### config.mk
export PLATFORM = sky130hd
export DESIGN_NAME = subpicture_rle_field_decoder_core
export DESIGN_NICKNAME = d
export VERILOG_FILES = /design/src/sv/srle_pkg.sv /design/src/sv/srle_nib_step.sv /design/src/sv/subpicture_rle_field_decoder_core.sv
export SDC_FILE = /design/constraint.sdc
export NUM_CORES = 1
export LEC_CHECK = 0
export BUFFER_PORTS_ARGS = -buffer_cell sky130_fd_sc_hd__buf_4
export CAP_MARGIN = 30
export CORE_AREA = 2 2 141 143
export CTS_BUF_LIST = sky130_fd_sc_hd__clkbuf_8
export DETAILED_ROUTE_END_ITERATION = 10
export DIE_AREA = 0 0 143 145
export HOLD_SLACK_MARGIN = 0.05
export PLACE_DENSITY = 0.76
export SETUP_SLACK_MARGIN = 0.15
export SYNTH_ARGS = -nofsm -noshare
export SYNTH_HDL_FRONTEND = slang
export SYNTH_SLANG_ARGS = --single-unit
### constraint.sdc
create_clock -name clk -period 31.5 [get_ports clk]
set_input_delay 1.575 -clock clk [delete_from_list [all_inputs] [get_ports clk]]
set_output_delay 1.575 -clock clk [all_outputs]
set_load 0.01 [all_outputs]
### src/sv/srle_pkg.sv
package srle_pkg;

  // Widths of the code builder: a pending code never reaches 0x40, a finished one stays below 0x400
  localparam int ACC_W  = 6;
  localparam int CODE_W = 10;
  localparam int RUN_W  = 8;

  // Thresholds that end a code after one, two or three nibbles
  localparam logic [CODE_W-1:0] THR_ONE   = 10'h004;
  localparam logic [CODE_W-1:0] THR_TWO   = 10'h010;
  localparam logic [CODE_W-1:0] THR_THREE = 10'h040;

  // Nibble counts of the pending code
  localparam logic [1:0] CNT_NONE  = 2'd0;
  localparam logic [1:0] CNT_ONE   = 2'd1;
  localparam logic [1:0] CNT_TWO   = 2'd2;
  localparam logic [1:0] CNT_THREE = 2'd3;

  // Configuration register indexes
  localparam logic REG_LINE_WIDTH = 1'b0;
  localparam logic REG_FIELD_ROWS = 1'b1;

  localparam int CFG_W = 13;

  // Reset values of the configuration registers
  localparam logic [12:0] LINE_WIDTH_RST = 13'd720;
  localparam logic [10:0] FIELD_ROWS_RST = 11'd240;

  typedef struct packed {
    logic [ACC_W-1:0] accum;
    logic [1:0]       cnt;
  } code_st_t;

  typedef struct packed {
    logic [1:0]  run_color;
    logic [12:0] run_length;
    logic [11:0] start_x;
    logic [10:0] frame_row;
    logic        line_end;
    logic        field_done;
    logic        item_last;
  } run_t;

endpackage

### src/sv/srle_nib_step.sv
module srle_nib_step #(
  parameter int COL_W = 13,
  parameter int ROW_W = 11
) (
  input  logic                en,
  input  logic [3:0]          nib,
  input  logic                parity,
  input  srle_pkg::code_st_t  code_in,
  input  logic [COL_W-1:0]    col_in,
  input  logic [ROW_W-1:0]    row_in,
  input  logic [COL_W-1:0]    eff_w,
  input  logic [ROW_W-1:0]    eff_rows,
  output logic                emit,
  output srle_pkg::code_st_t  code_out,
  output logic [COL_W-1:0]    col_out,
  output logic [ROW_W-1:0]    row_out,
  output srle_pkg::run_t      res
);
  import srle_pkg::*;

  localparam int CMP_W = (COL_W > RUN_W) ? COL_W : RUN_W;

  logic [CODE_W-1:0] code;
  logic              done;
  logic [COL_W-1:0]  remaining;
  logic [RUN_W-1:0]  run_raw;
  logic              clip;
  logic [COL_W-1:0]  run_eff;
  logic [COL_W-1:0]  col_sum;
  logic              line;
  logic [ROW_W-1:0]  row_inc;
  logic              fdone;

  // Append the nibble and decide whether the code is complete
  assign code = {code_in.accum, nib};

  always_comb begin
    unique case (code_in.cnt)
      CNT_NONE:  done = (code >= THR_ONE);
      CNT_ONE:   done = (code >= THR_TWO);
      CNT_TWO:   done = (code >= THR_THREE);
      CNT_THREE: done = 1'b1;
      default:   done = 1'b1;
    endcase
  end

  // Clip the run to what is left of the line; a zero run fills the line
  assign remaining = (col_in < eff_w) ? (eff_w - col_in) : '0;
  assign run_raw   = code[CODE_W-1:2];
  assign clip      = (run_raw == '0) || (CMP_W'(run_raw) > CMP_W'(remaining));
  assign run_eff   = clip ? remaining : COL_W'(run_raw);
  assign col_sum   = col_in + run_eff;
  assign line      = (col_sum >= eff_w);
  assign row_inc   = row_in + 1'b1;
  assign fdone     = line && (row_inc >= eff_rows);

  // Advance the decoder state
  always_comb begin
    emit     = 1'b0;
    code_out = code_in;
    col_out  = col_in;
    row_out  = row_in;
    if (en) begin
      if (done) begin
        emit     = 1'b1;
        code_out = '0;
        col_out  = line ? '0 : col_sum;
        row_out  = line ? row_inc : row_in;
      end else begin
        code_out.accum = code[ACC_W-1:0];
        code_out.cnt   = code_in.cnt + 1'b1;
      end
    end
  end

  // Build the run descriptor
  always_comb begin
    res.run_color  = code[1:0];
    res.run_length = 13'(run_eff);
    res.start_x    = 12'(col_in);
    res.frame_row  = 11'({row_in, parity});
    res.line_end   = line;
    res.field_done = fdone;
    res.item_last  = 1'b0;
  end

endmodule

### src/sv/subpicture_rle_field_decoder_core.sv
// Subpicture RLE field decoder: takes the RLE bytes of one interlaced field, high nibble first,
// and returns one run (color, length, start column, frame row, line-end and field-done flags)
// for every finished variable-length code. Raise in_field_start with the first byte of a field;
// before that, and after the last line of a field, bytes are taken and dropped. A byte is decoded
// in the cycle it is taken and its runs appear on the output in the next cycle. The next byte is
// taken once the buffer is empty or in the cycle that pops its last run, so a byte that yields
// two runs holds the input while the two-entry output buffer drains through the single result port
// one run per cycle while out_stall is low. Write the configuration only while the block is idle.
module subpicture_rle_field_decoder_core #(
  parameter int MAX_WIDTH      = 4096,
  parameter int MAX_FIELD_ROWS = 1024
) (
  input  logic                      clk,
  input  logic                      rst_n,
  // configuration
  input  logic                      cfg_we,
  input  logic                      cfg_index,
  input  logic [srle_pkg::CFG_W-1:0] cfg_wdata,
  // input bytes
  input  logic                      in_valid,
  output logic                      in_stall,
  input  logic [7:0]                in_data_byte,
  input  logic                      in_field_start,
  input  logic                      in_bottom_field,
  // runs
  output logic                      out_valid,
  input  logic                      out_stall,
  output logic [1:0]                out_run_color,
  output logic [12:0]               out_run_length,
  output logic [11:0]               out_start_x,
  output logic [10:0]               out_frame_row,
  output logic                      out_line_end,
  output logic                      out_field_done,
  output logic                      out_item_last
);
  import srle_pkg::*;

  localparam int COL_W = $clog2(MAX_WIDTH + 1);
  localparam int ROW_W = $clog2(MAX_FIELD_ROWS + 1);

  logic [12:0]      line_width_r;
  logic [10:0]      field_rows_r;
  code_st_t         code_r;
  logic [COL_W-1:0] col_r;
  logic [ROW_W-1:0] row_r;
  logic             parity_r;
  logic             fin_r;
  run_t             slot0_r, slot1_r;
  logic [1:0]       cnt_r;

  logic [COL_W-1:0] eff_w;
  logic [ROW_W-1:0] eff_rows;
  logic             in_acc;
  logic             out_pop;
  code_st_t         code_pre;
  logic [COL_W-1:0] col_pre;
  logic [ROW_W-1:0] row_pre;
  logic             parity_pre;
  logic             fin_pre;
  logic             en_a, en_b;
  logic             emit_a, emit_b;
  code_st_t         code_a, code_b;
  logic [COL_W-1:0] col_a, col_b;
  logic [ROW_W-1:0] row_a, row_b;
  run_t             res_a, res_b;
  run_t             res_a_last, res_b_last;

  // Clamp the configured sizes
  always_comb begin
    if (line_width_r == '0) begin
      eff_w = COL_W'(1);
    end else if (line_width_r > 13'(MAX_WIDTH)) begin
      eff_w = COL_W'(MAX_WIDTH);
    end else begin
      eff_w = COL_W'(line_width_r);
    end
    if (field_rows_r == '0) begin
      eff_rows = ROW_W'(1);
    end else if (field_rows_r > 11'(MAX_FIELD_ROWS)) begin
      eff_rows = ROW_W'(MAX_FIELD_ROWS);
    end else begin
      eff_rows = ROW_W'(field_rows_r);
    end
  end

  // Handshakes: take an item only when the buffer is empty after this cycle's pop
  assign out_valid = (cnt_r != 2'd0);
  assign out_pop   = out_valid && !out_stall;
  assign in_stall  = (cnt_r != 2'd0) && !((cnt_r == 2'd1) && !out_stall);
  assign in_acc    = in_valid && !in_stall;

  // Apply a field start before the byte
  always_comb begin
    code_pre   = code_r;
    col_pre    = col_r;
    row_pre    = row_r;
    parity_pre = parity_r;
    fin_pre    = fin_r;
    if (in_field_start) begin
      code_pre   = '0;
      col_pre    = '0;
      row_pre    = '0;
      parity_pre = in_bottom_field;
      fin_pre    = 1'b0;
    end
  end

  assign en_a = !fin_pre;

  srle_nib_step #(.COL_W(COL_W), .ROW_W(ROW_W)) u_step_hi (
    .en       (en_a),
    .nib      (in_data_byte[7:4]),
    .parity   (parity_pre),
    .code_in  (code_pre),
    .col_in   (col_pre),
    .row_in   (row_pre),
    .eff_w    (eff_w),
    .eff_rows (eff_rows),
    .emit     (emit_a),
    .code_out (code_a),
    .col_out  (col_a),
    .row_out  (row_a),
    .res      (res_a)
  );

  // Drop the low nibble when the high nibble ended the line
  assign en_b = en_a && !(emit_a && res_a.line_end);

  srle_nib_step #(.COL_W(COL_W), .ROW_W(ROW_W)) u_step_lo (
    .en       (en_b),
    .nib      (in_data_byte[3:0]),
    .parity   (parity_pre),
    .code_in  (code_a),
    .col_in   (col_a),
    .row_in   (row_a),
    .eff_w    (eff_w),
    .eff_rows (eff_rows),
    .emit     (emit_b),
    .code_out (code_b),
    .col_out  (col_b),
    .row_out  (row_b),
    .res      (res_b)
  );

  always_comb begin
    res_a_last           = res_a;
    res_a_last.item_last = !emit_b;
    res_b_last           = res_b;
    res_b_last.item_last = 1'b1;
  end

  // Configuration registers
  always_ff @(posedge clk) begin
    if (!rst_n) begin
      line_width_r <= LINE_WIDTH_RST;
      field_rows_r <= FIELD_ROWS_RST;
    end else if (cfg_we) begin
      unique case (cfg_index)
        REG_LINE_WIDTH: line_width_r <= cfg_wdata[12:0];
        REG_FIELD_ROWS: field_rows_r <= cfg_wdata[10:0];
        default: ;
      endcase
    end
  end

  // Decoder state: advance on every taken item
  always_ff @(posedge clk) begin
    if (!rst_n) begin
      code_r   <= '0;
      col_r    <= '0;
      row_r    <= '0;
      parity_r <= 1'b0;
      fin_r    <= 1'b1;
    end else if (in_acc) begin
      code_r   <= code_b;
      col_r    <= col_b;
      row_r    <= row_b;
      parity_r <= parity_pre;
      fin_r    <= fin_pre || (emit_a && res_a.field_done) || (emit_b && res_b.field_done);
    end
  end

  // Output buffer count
  always_ff @(posedge clk) begin
    if (!rst_n) begin
      cnt_r <= 2'd0;
    end else if (in_acc) begin
      cnt_r <= {1'b0, emit_a} + {1'b0, emit_b};
    end else if (out_pop) begin
      cnt_r <= cnt_r - 2'd1;
    end
  end

  // Output buffer payload: load on a taken item, shift on a pop
  always_ff @(posedge clk) begin
    if (in_acc) begin
      slot0_r <= emit_a ? res_a_last : res_b_last;
      slot1_r <= res_b_last;
    end else if (out_pop) begin
      slot0_r <= slot1_r;
    end
  end

  assign out_run_color  = slot0_r.run_color;
  assign out_run_length = slot0_r.run_length;
  assign out_start_x    = slot0_r.start_x;
  assign out_frame_row  = slot0_r.frame_row;
  assign out_line_end   = slot0_r.line_end;
  assign out_field_done = slot0_r.field_done;
  assign out_item_last  = slot0_r.item_last;

  // A completed field always completes its line
  a_done_has_line: assert property (@(posedge clk) disable iff (!rst_n)
    out_valid && out_field_done |-> out_line_end)
    else $error("field_done without line_end");

  // The first of two buffered runs is never the last of its item
  a_pair_order: assert property (@(posedge clk) disable iff (!rst_n)
    cnt_r == 2'd2 |-> !slot0_r.item_last)
    else $error("first of two runs marked last");

  // An idle byte leaves no run behind
  a_idle_silent: assert property (@(posedge clk) disable iff (!rst_n)
    in_acc && !in_field_start && fin_r |=> cnt_r == 2'd0)
    else $error("run produced while idle");

  // The buffer never holds more than two runs
  a_cnt_bound: assert property (@(posedge clk) disable iff (!rst_n)
    in_acc |=> cnt_r != 2'd3)
    else $error("output buffer overflow");

endmodule
==> results.toml, run 1 <==
[status]
status = "completed"

[floorplanning]
die-height_microns = 145
pin_count = 72
row_count = 51
die-width_microns = 143
core-area_sq_mm = 0.0192
initial_core_util_pct = 59.2
dieArea_sq_mm = 0.0207

[worst_setup_path]
cp_common_cell = "a21oi_1"
slowest_delay_ns = 0.51
critPathKind = "input pin to flip-flop"
slowest_stage = "nor2_1"
crit_fanout = 58
reg2regPathDepth = 94
worst-endpoint-arrival_ns = 20.42
cp-start-kind = "input pin"
worstPathRequired_ns = 31.91
crit_path_end_kind = "flip-flop"

[cts]
root_buffer = "clkbuf_8"
cts_max_path_buffers = 2
cts.clk_slew.worst_paths_ns = 0.10
cts_setup_buffers = 0
numCtsBuffers = 17
cts_tree = "yes"
cts_max_level = 4
insertion_delay_ns = 0.48
cts_hold_buf = 0
cts_sinks = 141
cts-resized-gates = 0

[sta]
layout_min_cycle_time_ns = 20.00
max_freq_mhz = 50.0
fin_crit_sh_pct = 63.5
fin_skew_ns = 0.0204
rsz0062_at_grt = "no"
timing_hold_violations_final = 0
slew_headroom_pct = 32.0
tightest_slew_ns = 1.01
slew_violations = 0
tns_ns = 0
setup_viol = 0

[placement]
place_inst = 1649
io_buffer_count = 71
gp_congestion = 0.996
dp_hpwl_microns = 25600

[synthesis]
synth_seq_area_share_pct = 32.0
avgSynthCellArea_sq_um = 8.39
yosysTopAreaCell = "edfxtp_1"
ys_top_cells_by_area = "edfxtp_1, ha_1, dfxtp_1"
synthArstFlopShare_pct = 0
syn_inst = 1354
yosys_register_bits = 141
ys_types = 84
synth_warnings = 0
synth_edf_count = 81
synthesis.nets = 1505
yosys.area.top_type_share_pct = 21.4
syn_area_sq_mm = 0.0114
synthFlopType = "edfxtp_1"

[cells_and_area]
syn_to_final_growth_pct = 10.8
fin_nets = 1554
drive_gt1_share_pct = 11.0
stdcell_count = 1681
antenna_cells = 0

[detailed_routing]
avgRoutedWirePerCell_microns = 20.2
via_count = 10400
dr.pass1.iters = 6
drt_iter0_drc = 920
routed_via_density = 6.17
wirelength_microns = 34000
drt_drc_violations_left = 0
ant_nets = 0

[global_routing]
grt_usage_pct = 32.8
grt_pass1_wl_microns = 52600
grt_max_degree = 85
antenna_found_initial = 1
grt_pass1_vias = 9482
grt_overflow = 0

[job]
cap_violations = 0

[power_and_ir_drop]
max-vdd-ir-drop_uv = 46.5
cellLeakagePower_uw = 0.00549
p_per_area_mw_per_mm2 = 92.4

[hold_path]
min_path_type = "flip-flop to flip-flop"
whs_path_depth = 2
==> path summary, 6_finish.rpt <==
kind,start,to,slack (ns)
setup reg to reg,line_width_r[12]$_SDFFE_PN0P_,col_r[4]$_SDFFE_PN0P_,11.76
hold / removal,field_rows_r[0]$_SDFFE_PN0P_,field_rows_r[0]$_SDFFE_PN0P_,0.48
hold reg to reg,field_rows_r[0]$_SDFFE_PN0P_,field_rows_r[0]$_SDFFE_PN0P_,0.48
setup / recovery,in_field_start,col_r[4]$_SDFFE_PN0P_,11.50
==> sequential cells by signal (all words and copies together) (netlist names) <==
name	flops
out_item_last	1
cnt_r	2
fin_r	1
out_run_length	13
row_r	11
out_field_done	1
field_rows_r	11
out_frame_row	11
slot1_r	40
parity_r	1
line_width_r	13
out_run_color	2
col_r	13
code_r	8
out_start_x	12
out_line_end	1
==> per-stage QoR <==
step / total power [uW] / setup slack (ns) / util (%) / hold WS, ns / area (sq um)
floorplan: 773 / 13.72 / - / 0.436 / 11400
global placement: 969 / 11.91 / 62.9 / 0.446 / 12100
detailed placement: 979 / 11.45 / 63.2 / 0.449 / 12100
CTS: 1150 / 11.87 / 65.6 / 0.474 / 12600
global route: 1240 / 10.18 / 65.6 / 0.501 / 12600
finish: 1160 / 11.50 / 65.6 / 0.479 / 12600
==> cells in the mapped netlist (all sizes together) (5+ instances only) <==
| master | number |
|---|---|
| a22oi | 11 |
| dfxtp | 60 |
| a211oi | 15 |
| o2111ai | 5 |
| clkbuf | 45 |
| and2 | 6 |
| o211ai | 10 |
| edfxtp | 81 |
| nor3 | 13 |
| nor4 | 9 |
| o22a | 7 |
| nand3b | 7 |
| ha | 118 |
| a221oi | 13 |
| o21bai | 10 |
| nor2 | 129 |
| inv | 88 |
| xor2 | 26 |
| mux2i | 10 |
| o21ai | 81 |
| or3 | 8 |
| buf | 8 |
| o21a | 26 |
| or2 | 8 |
| nand2 | 171 |
| a21oi | 86 |
| a31oi | 22 |
| nand2b | 46 |
| mux2 | 8 |
| nor2b | 26 |
| xnor2 | 52 |
| a21o | 21 |
| nand4 | 13 |
| nand3 | 38 |
| a21boi | 5 |
| and3 | 13 |
==> power breakdown <==
| part | switching, uW | total (uW) | internal [uW] | leakage (uW) |
|---|---|---|---|---|
| Clock | 88.7 | 172 | 82.8 | 0.000228 |
| Sequential | 25.7 | 304 | 278 | 0.00129 |
| Combinational | 428 | 688 | 261 | 0.00397 |
| Total | 542 | 1160 | 622 | 0.00549 |
==> layout make-up <==
| cell class | count | area, sq um |
|---|---|---|
| clock buffer | 17 | 234 |
| clock inverter | 15 | 215 |
| fill | 1638 | 6620 |
| inverter | 90 | 339 |
| multi-input combinational | 1070 | 7180 |
| sequential | 141 | 3630 |
| tap | 265 | 332 |
| timing repair buffer | 83 | 656 |
==> placed cells by master, fill, tap and decap left out, types with 13 or more instances in the layout <==
cell type  count
a21o_1        21
a21oi_1       86
a31oi_1       22
and3_1        13
buf_4         81
clkbuf_8      17
dfxtp_1       60
edfxtp_1      81
ha_1         118
inv_1         83
nand2_1      171
nand2b_1      45
nand3_1       38
nand4_1       13
nor2_1       127
nor2b_1       25
nor3_1        13
o21a_1        26
o21ai_0       76
xnor2_1       51
xor2_1        26
==> worst max-delay path, delay by kind of cell <==
family                     cells  cell delay [ns]
adders and majority gates     10             3.09
AOI/OAI and AO/OA             45             8.59
and+or+nand+nor               28             4.99
muxes                          1             0.42
xor gates and xnor gates       3             0.48
buffers and inverters          6             1.24
==> metal layers <==
metal | vias up | part of all wire (%) | global-route usage, %
met2 | 471 | 44 | 49.2
met3 | 77 | 7.5 | 4.72
met5 | - | 0 | 0
met4 | 0 | 3.5 | 12.8
met1 | 4859 | 45 | 47.5
li1 | 4959 | - | -
==> cells by family after synthesis <==
family          Yosys count  share of synthesized area (%)
simple gates            502                           21.0
xor+xnor                 78                           6.08
buf+inv                 143                           4.87
compound gates          347                           20.4
mux                      18                           1.67
flops                   141                           32.0
fa+ha+maj               125                           14.0
No activity file was read; power rests on OpenSTA's default activity.
==> run 2: changes to the inputs <==
CORE_AREA = 2 2 143 145   (was 2 2 141 143)
DIE_AREA = 0 0 145 147   (was 0 0 143 145)
PLACE_DENSITY = 0.77   (was 0.76)
clock period = 18 ns   (was 31.5 ns; I/O delays follow)
==> run 2 against run 1 <==
  * Clock-buffer cell count rose by 2
  * Critical path depth shrank 5
  * Clock skew shrank 0.0017 ns
  * Die area rose by 2.8%
  * First-iteration DRC count is 24% higher
  * Total power grew 74%
  * Hold slack worse by 0.015 ns
  * Global-route usage shrank 1.6 points
  * Cell count grew 1.6%
  * Setup slack got worse by 10 ns
  * Sequential share of layout area down 0.28 points
  * Clock power is 44% higher
  * Critical endpoint is now row_r[1]$_SDFFE_PN0P_
  * Largest cell class unchanged
  * Highest routed layer unchanged
==> results.toml, run 2 (synthesized netlist as in run 1, its figures left out) <==
[detailed_routing]
routed_via_density = 6.18
drt_drc_violations_left = 0
avgRoutedWirePerCell_microns = 19.8
via_count = 10600
ant_nets = 0
dr.pass1.iters = 6
drt_iter0_drc = 1139
wirelength_microns = 33800

[worst_setup_path]
slowest_stage = "fa_1"
reg2regPathDepth = 90
timing.rr.end = "row_r[1]$_SDFFE_PN0P_"
critPathKind = "input pin to flip-flop"
crit_path_end_kind = "flip-flop"
worst-endpoint-arrival_ns = 17.10
crit_fanout = 8
slowest_delay_ns = 0.48
cp-start-kind = "input pin"
r2r-start = "line_width_r[3]$_SDFFE_PN0P_"
worstPathRequired_ns = 18.40
r2r_slack_ns = 1.32

[sta]
fin_skew_ns = 0.0187
timing_hold_violations_final = 0
fin_crit_sh_pct = 92.8
slew_headroom_pct = 35.9
slew_violations = 0
fin_worst_hold_slack_ns = 0.464
tns_ns = 0
max_freq_mhz = 59.9
setup_viol = 0
rsz0062_at_grt = "no"
layout_min_cycle_time_ns = 16.71
tightest_slew_ns = 0.958

[status]
status = "completed"

[global_routing]
grt_pass1_wl_microns = 52300
antenna_found_initial = 0
grt_max_degree = 74
grt_usage_pct = 31.2
grt_pass1_vias = 9525
grt_overflow = 0

[power_and_ir_drop]
switching_share_pct = 47.1
p_switching_uw = 957
combinationalPowerShare_pct = 61.6
cellLeakagePower_uw = 0.00556
max-vdd-ir-drop_uv = 74.8
p_per_area_mw_per_mm2 = 160
seqPwrFrac_pct = 26.3
pwr-share-clk_pct = 12.1
p_int_uw = 1070

[cts]
insertion_delay_ns = 0.47
cts_tree = "yes"
numCtsBuffers = 17
cts_sinks = 141
cts_hold_buf = 0
root_buffer = "clkbuf_8"
cts.clk_slew.worst_paths_ns = 0.09
cts_max_path_buffers = 2
cts_max_level = 4

[floorplanning]
core-area_sq_mm = 0.0198
dieArea_sq_mm = 0.0213
die-height_microns = 147
initial_core_util_pct = 57.3
pin_count = 72
row_count = 52
die-width_microns = 145

[hold_path]
hold_start = "field_rows_r[0]$_SDFFE_PN0P_"
min_path_type = "flip-flop to flip-flop"
whs_path_depth = 2
whs_endpoint = "field_rows_r[0]$_SDFFE_PN0P_"

[cells_and_area]
layout.cells.most_common = "nand2_1"
fin_nets = 1576
final_util_pct = 64.1
antenna_cells = 0
top_register = "slot1_r"
largest_reg_flops = 40
fillers = 1712
layout_common_cells = "nand2_1, nor2_1, ha_1"
drive_gt1_share_pct = 13.1
syn_to_final_growth_pct = 11.9

[placement]
dp_hpwl_microns = 25700
gp_congestion = 1.04
io_buffer_count = 71

[job]
cap_violations = 0
[run 2: changes by cell type in the layout (fill, tap and decap cells not counted), sizes merged]
cell / previous run / this run
buf: 83 / 105
bufinv: 3 / 0
clkbuf: 17 / 19
inv: 97 / 98
[run 2: final cells by class]
class / count / area, sq um / share of cell area [%]
clock buffers: 19 / 262 / 2.06
clock inverters: 13 / 101 / 0.797
repair buffers: 105 / 798 / 6.28
multi-input cells: 1070 / 7240 / 57.0
inverters: 90 / 339 / 2.67
flip-flops and latches: 141 / 3630 / 28.6
well taps: 270 / 338 / 2.66
[run 2: worst max-delay path: cells and delay by family]
kind	cells	cell delay [ns]
AO/OA/AOI/OAI	41	7.34
XOR/XNOR	2	0.30
adder cells (fa/ha/maj)	12	3.89
buffers and inverters	5	0.57
multiplexers	1	0.34
AND/OR/NAND/NOR	27	3.70
[run 2: layer usage]
metal / vias to the layer above / routed length [microns] / track usage (%) / part of all wire [%]
li1: 4985 / - / - / -
met1: 4953 / 14600 / 43.6 / 43
met2: 538 / 15300 / 48.8 / 45
met3: 82 / 2920 / 5.22 / 8.6
met4: 0 / 1030 / 11.3 / 3.0
met5: - / 0 / 0 / 0
[run 2: worst max-delay path by stage]
stage                                       startpoint               endpoint  slack (ns)  depth (start not counted)
after floorplan                         in_field_start  row_r[1]$_SDFFE_PN0P_        0.90                         91
after global placement                  in_field_start  row_r[1]$_SDFFE_PN0P_        0.55                         85
after detailed placement                in_field_start  row_r[1]$_SDFFE_PN0P_        0.09                         92
after CTS                 line_width_r[7]$_SDFFE_PN1P_  row_r[1]$_SDFFE_PN0P_        0.45                         87
after global routing      line_width_r[7]$_SDFFE_PN1P_  row_r[1]$_SDFFE_PN0P_        0.11                         94
final                                   in_field_start  row_r[1]$_SDFFE_PN0P_        1.29                         88
[run 2: power by group through the flow]
| stage | combinational (uW) | clock, uW | sequential, uW |
|---|---|---|---|
| after floorplan | 798 | 0 | 555 |
| after global placement | 1180 | 0 | 538 |
| after detailed placement | 1200 | 0 | 541 |
| after CTS | 1200 | 249 | 534 |
| after global routing | 1350 | 262 | 545 |
| final | 1250 | 247 | 534 |
[run 2: timing repair]
item,CTS,global route
setup buffers,0,2
resized for setup,0,19
endpoints found under the setup margin,0,29
hold endpoints to repair,0,0
[run 2: stage by stage]
stage / cells / setup WS (ns) / cell area (sq um) / power (uW)
finish: 1708 / 1.29 / 12700 / 2030
global route: 1708 / 0.112 / 12700 / 2160
CTS: 1705 / 0.454 / 12600 / 1990
detailed placement: 1673 / 0.0912 / 12300 / 1740
global placement: 1672 / 0.552 / 12300 / 1720
floorplan: 1354 / 0.900 / 11400 / 1350
==> run 3: changes to the inputs <==
MAX_ROUTING_LAYER = met4   (was unset)
==> run 3 against run 2 <==
  * Die area did not move
  * Highest routed layer unchanged
  * Clock skew fell by 0.0029 ns
  * Clock power rose by 8.1%
  * Sequential share of layout area fell by 0.20 points
  * Cell count rose by 0.29%
  * Global-route usage rose by 1.4 points
  * Critical path depth fell by 2
  * Combinational power barely moved
  * Hold slack got worse by 0.0031 ns
==> results.toml, run 3 (synthesized netlist as in run 1, its figures left out) <==
[power_and_ir_drop]
max-vdd-ir-drop_uv = 65.9
cellLeakagePower_uw = 0.00558
p_per_area_mw_per_mm2 = 161

[floorplanning]
die-height_microns = 147
initial_core_util_pct = 57.3
pin_count = 72
dieArea_sq_mm = 0.0213
die-width_microns = 145
row_count = 52
core-area_sq_mm = 0.0198

[sta]
max_freq_mhz = 59.1
rsz0062_at_grt = "no"
timing_hold_violations_final = 0
tns_ns = 0
layout_min_cycle_time_ns = 16.91
fin_crit_sh_pct = 94.0
slew_violations = 0
setup_viol = 0
slew_headroom_pct = 34.8
fin_worst_hold_slack_ns = 0.461
tightest_slew_ns = 0.975
fin_skew_ns = 0.0158

[cells_and_area]
layout_common_cells = "nand2_1, nor2_1, ha_1"
layout.cells.most_common = "nand2_1"
fin_nets = 1581
final_util_pct = 64.5
largest_reg_flops = 40
antenna_cells = 0
syn_to_final_growth_pct = 12.7
top_register = "slot1_r"
drive_gt1_share_pct = 13.7

[worst_setup_path]
crit_path_end_kind = "flip-flop"
r2r_slack_ns = 1.16
slowest_stage = "mux2i_1"
slowest_delay_ns = 0.48
critPathKind = "input pin to flip-flop"
worstPathRequired_ns = 18.41
cp-start-kind = "input pin"
crit_fanout = 24
worst-endpoint-arrival_ns = 17.32
cp_common_cell = "ha_1"

[cts]
cts_tree = "yes"
cts.clk_slew.worst_paths_ns = 0.09
numCtsBuffers = 17
insertion_delay_ns = 0.47
cts_max_level = 4
cts_max_path_buffers = 2
cts_sinks = 141
root_buffer = "clkbuf_8"

[global_routing]
grt_pass1_vias = 9497
grt_pass1_wl_microns = 52900
antenna_found_initial = 0
grt_usage_pct = 32.6
grt_overflow = 0
grt_max_degree = 74

[detailed_routing]
drt_drc_violations_left = 0
avgRoutedWirePerCell_microns = 19.9
dr.pass1.iters = 5
routed_via_density = 6.10
ant_nets = 0
drt_iter0_drc = 949
wirelength_microns = 34100
via_count = 10400

[placement]
gp_congestion = 1.03
dp_hpwl_microns = 25900
io_buffer_count = 71

[job]
cap_violations = 0

[status]
status = "completed"

[hold_path]
min_path_type = "flip-flop to flip-flop"
[run 3: final cells by class]
class	count	area (sq um)
multi-input cells	1070	7260
fillers	1676	7040
flip-flops and latches	141	3630
repair buffers	110	841
inverters	90	339
well taps	270	338
clock buffers	17	234
clock inverters	15	163
[run 3: stage by stage]
stage               std cells  worst slack (ns)  instance area (sq um)  total power, uW
floorplan                1354             0.900                  11400             1350
global route             1713             0.114                  12800             2190
finish                   1713              1.09                  12800             2060
CTS                      1711             0.383                  12700             2020
global placement         1678             0.501                  12300             1740
detailed placement       1679            0.0366                  12300             1750
[run 3: metal layers]
metal | vias to the layer above | share of wire, % | global-route usage (%)
met3 | 82 | 8.0 | 4.91
met2 | 466 | 44 | 49.4
met1 | 4898 | 45 | 44.7
met5 | - | 0 | -
met4 | 0 | 3.3 | 11.2
li1 | 4996 | - | -
[run 3: path summary, 6_finish.rpt]
| check | startpoint | to | cells after the start |
|---|---|---|---|
| worst min-delay path | field_rows_r[0]$_SDFFE_PN0P_ | field_rows_r[0]$_SDFFE_PN0P_ | 2 |
| worst min register to register | field_rows_r[0]$_SDFFE_PN0P_ | field_rows_r[0]$_SDFFE_PN0P_ | 2 |
| worst max register to register | line_width_r[12]$_SDFFE_PN0P_ | row_r[1]$_SDFFE_PN0P_ | 87 |
| worst max-delay path | in_field_start | row_r[1]$_SDFFE_PN0P_ | 86 |
[run 3: timing repair]
action                     CTS  global route
gates resized for setup      0            24
hold buffers                 0             0
setup endpoints to repair    0            29
setup buffers                0             1
[run 3: power breakdown]
| group | switching (uW) | internal (uW) |
|---|---|---|
| registers | 48.2 | 487 |
| logic | 770 | 488 |
| clock network | 142 | 125 |
[run 3: worst max-delay path: cells and delay by family]
kind / cells / cell delay [ns]
compound gates: 37 / 7.21
xor+xnor: 2 / 0.26
mux: 1 / 0.48
fa+ha+maj: 11 / 3.47
simple gates: 30 / 4.30
buf+inv: 5 / 0.67
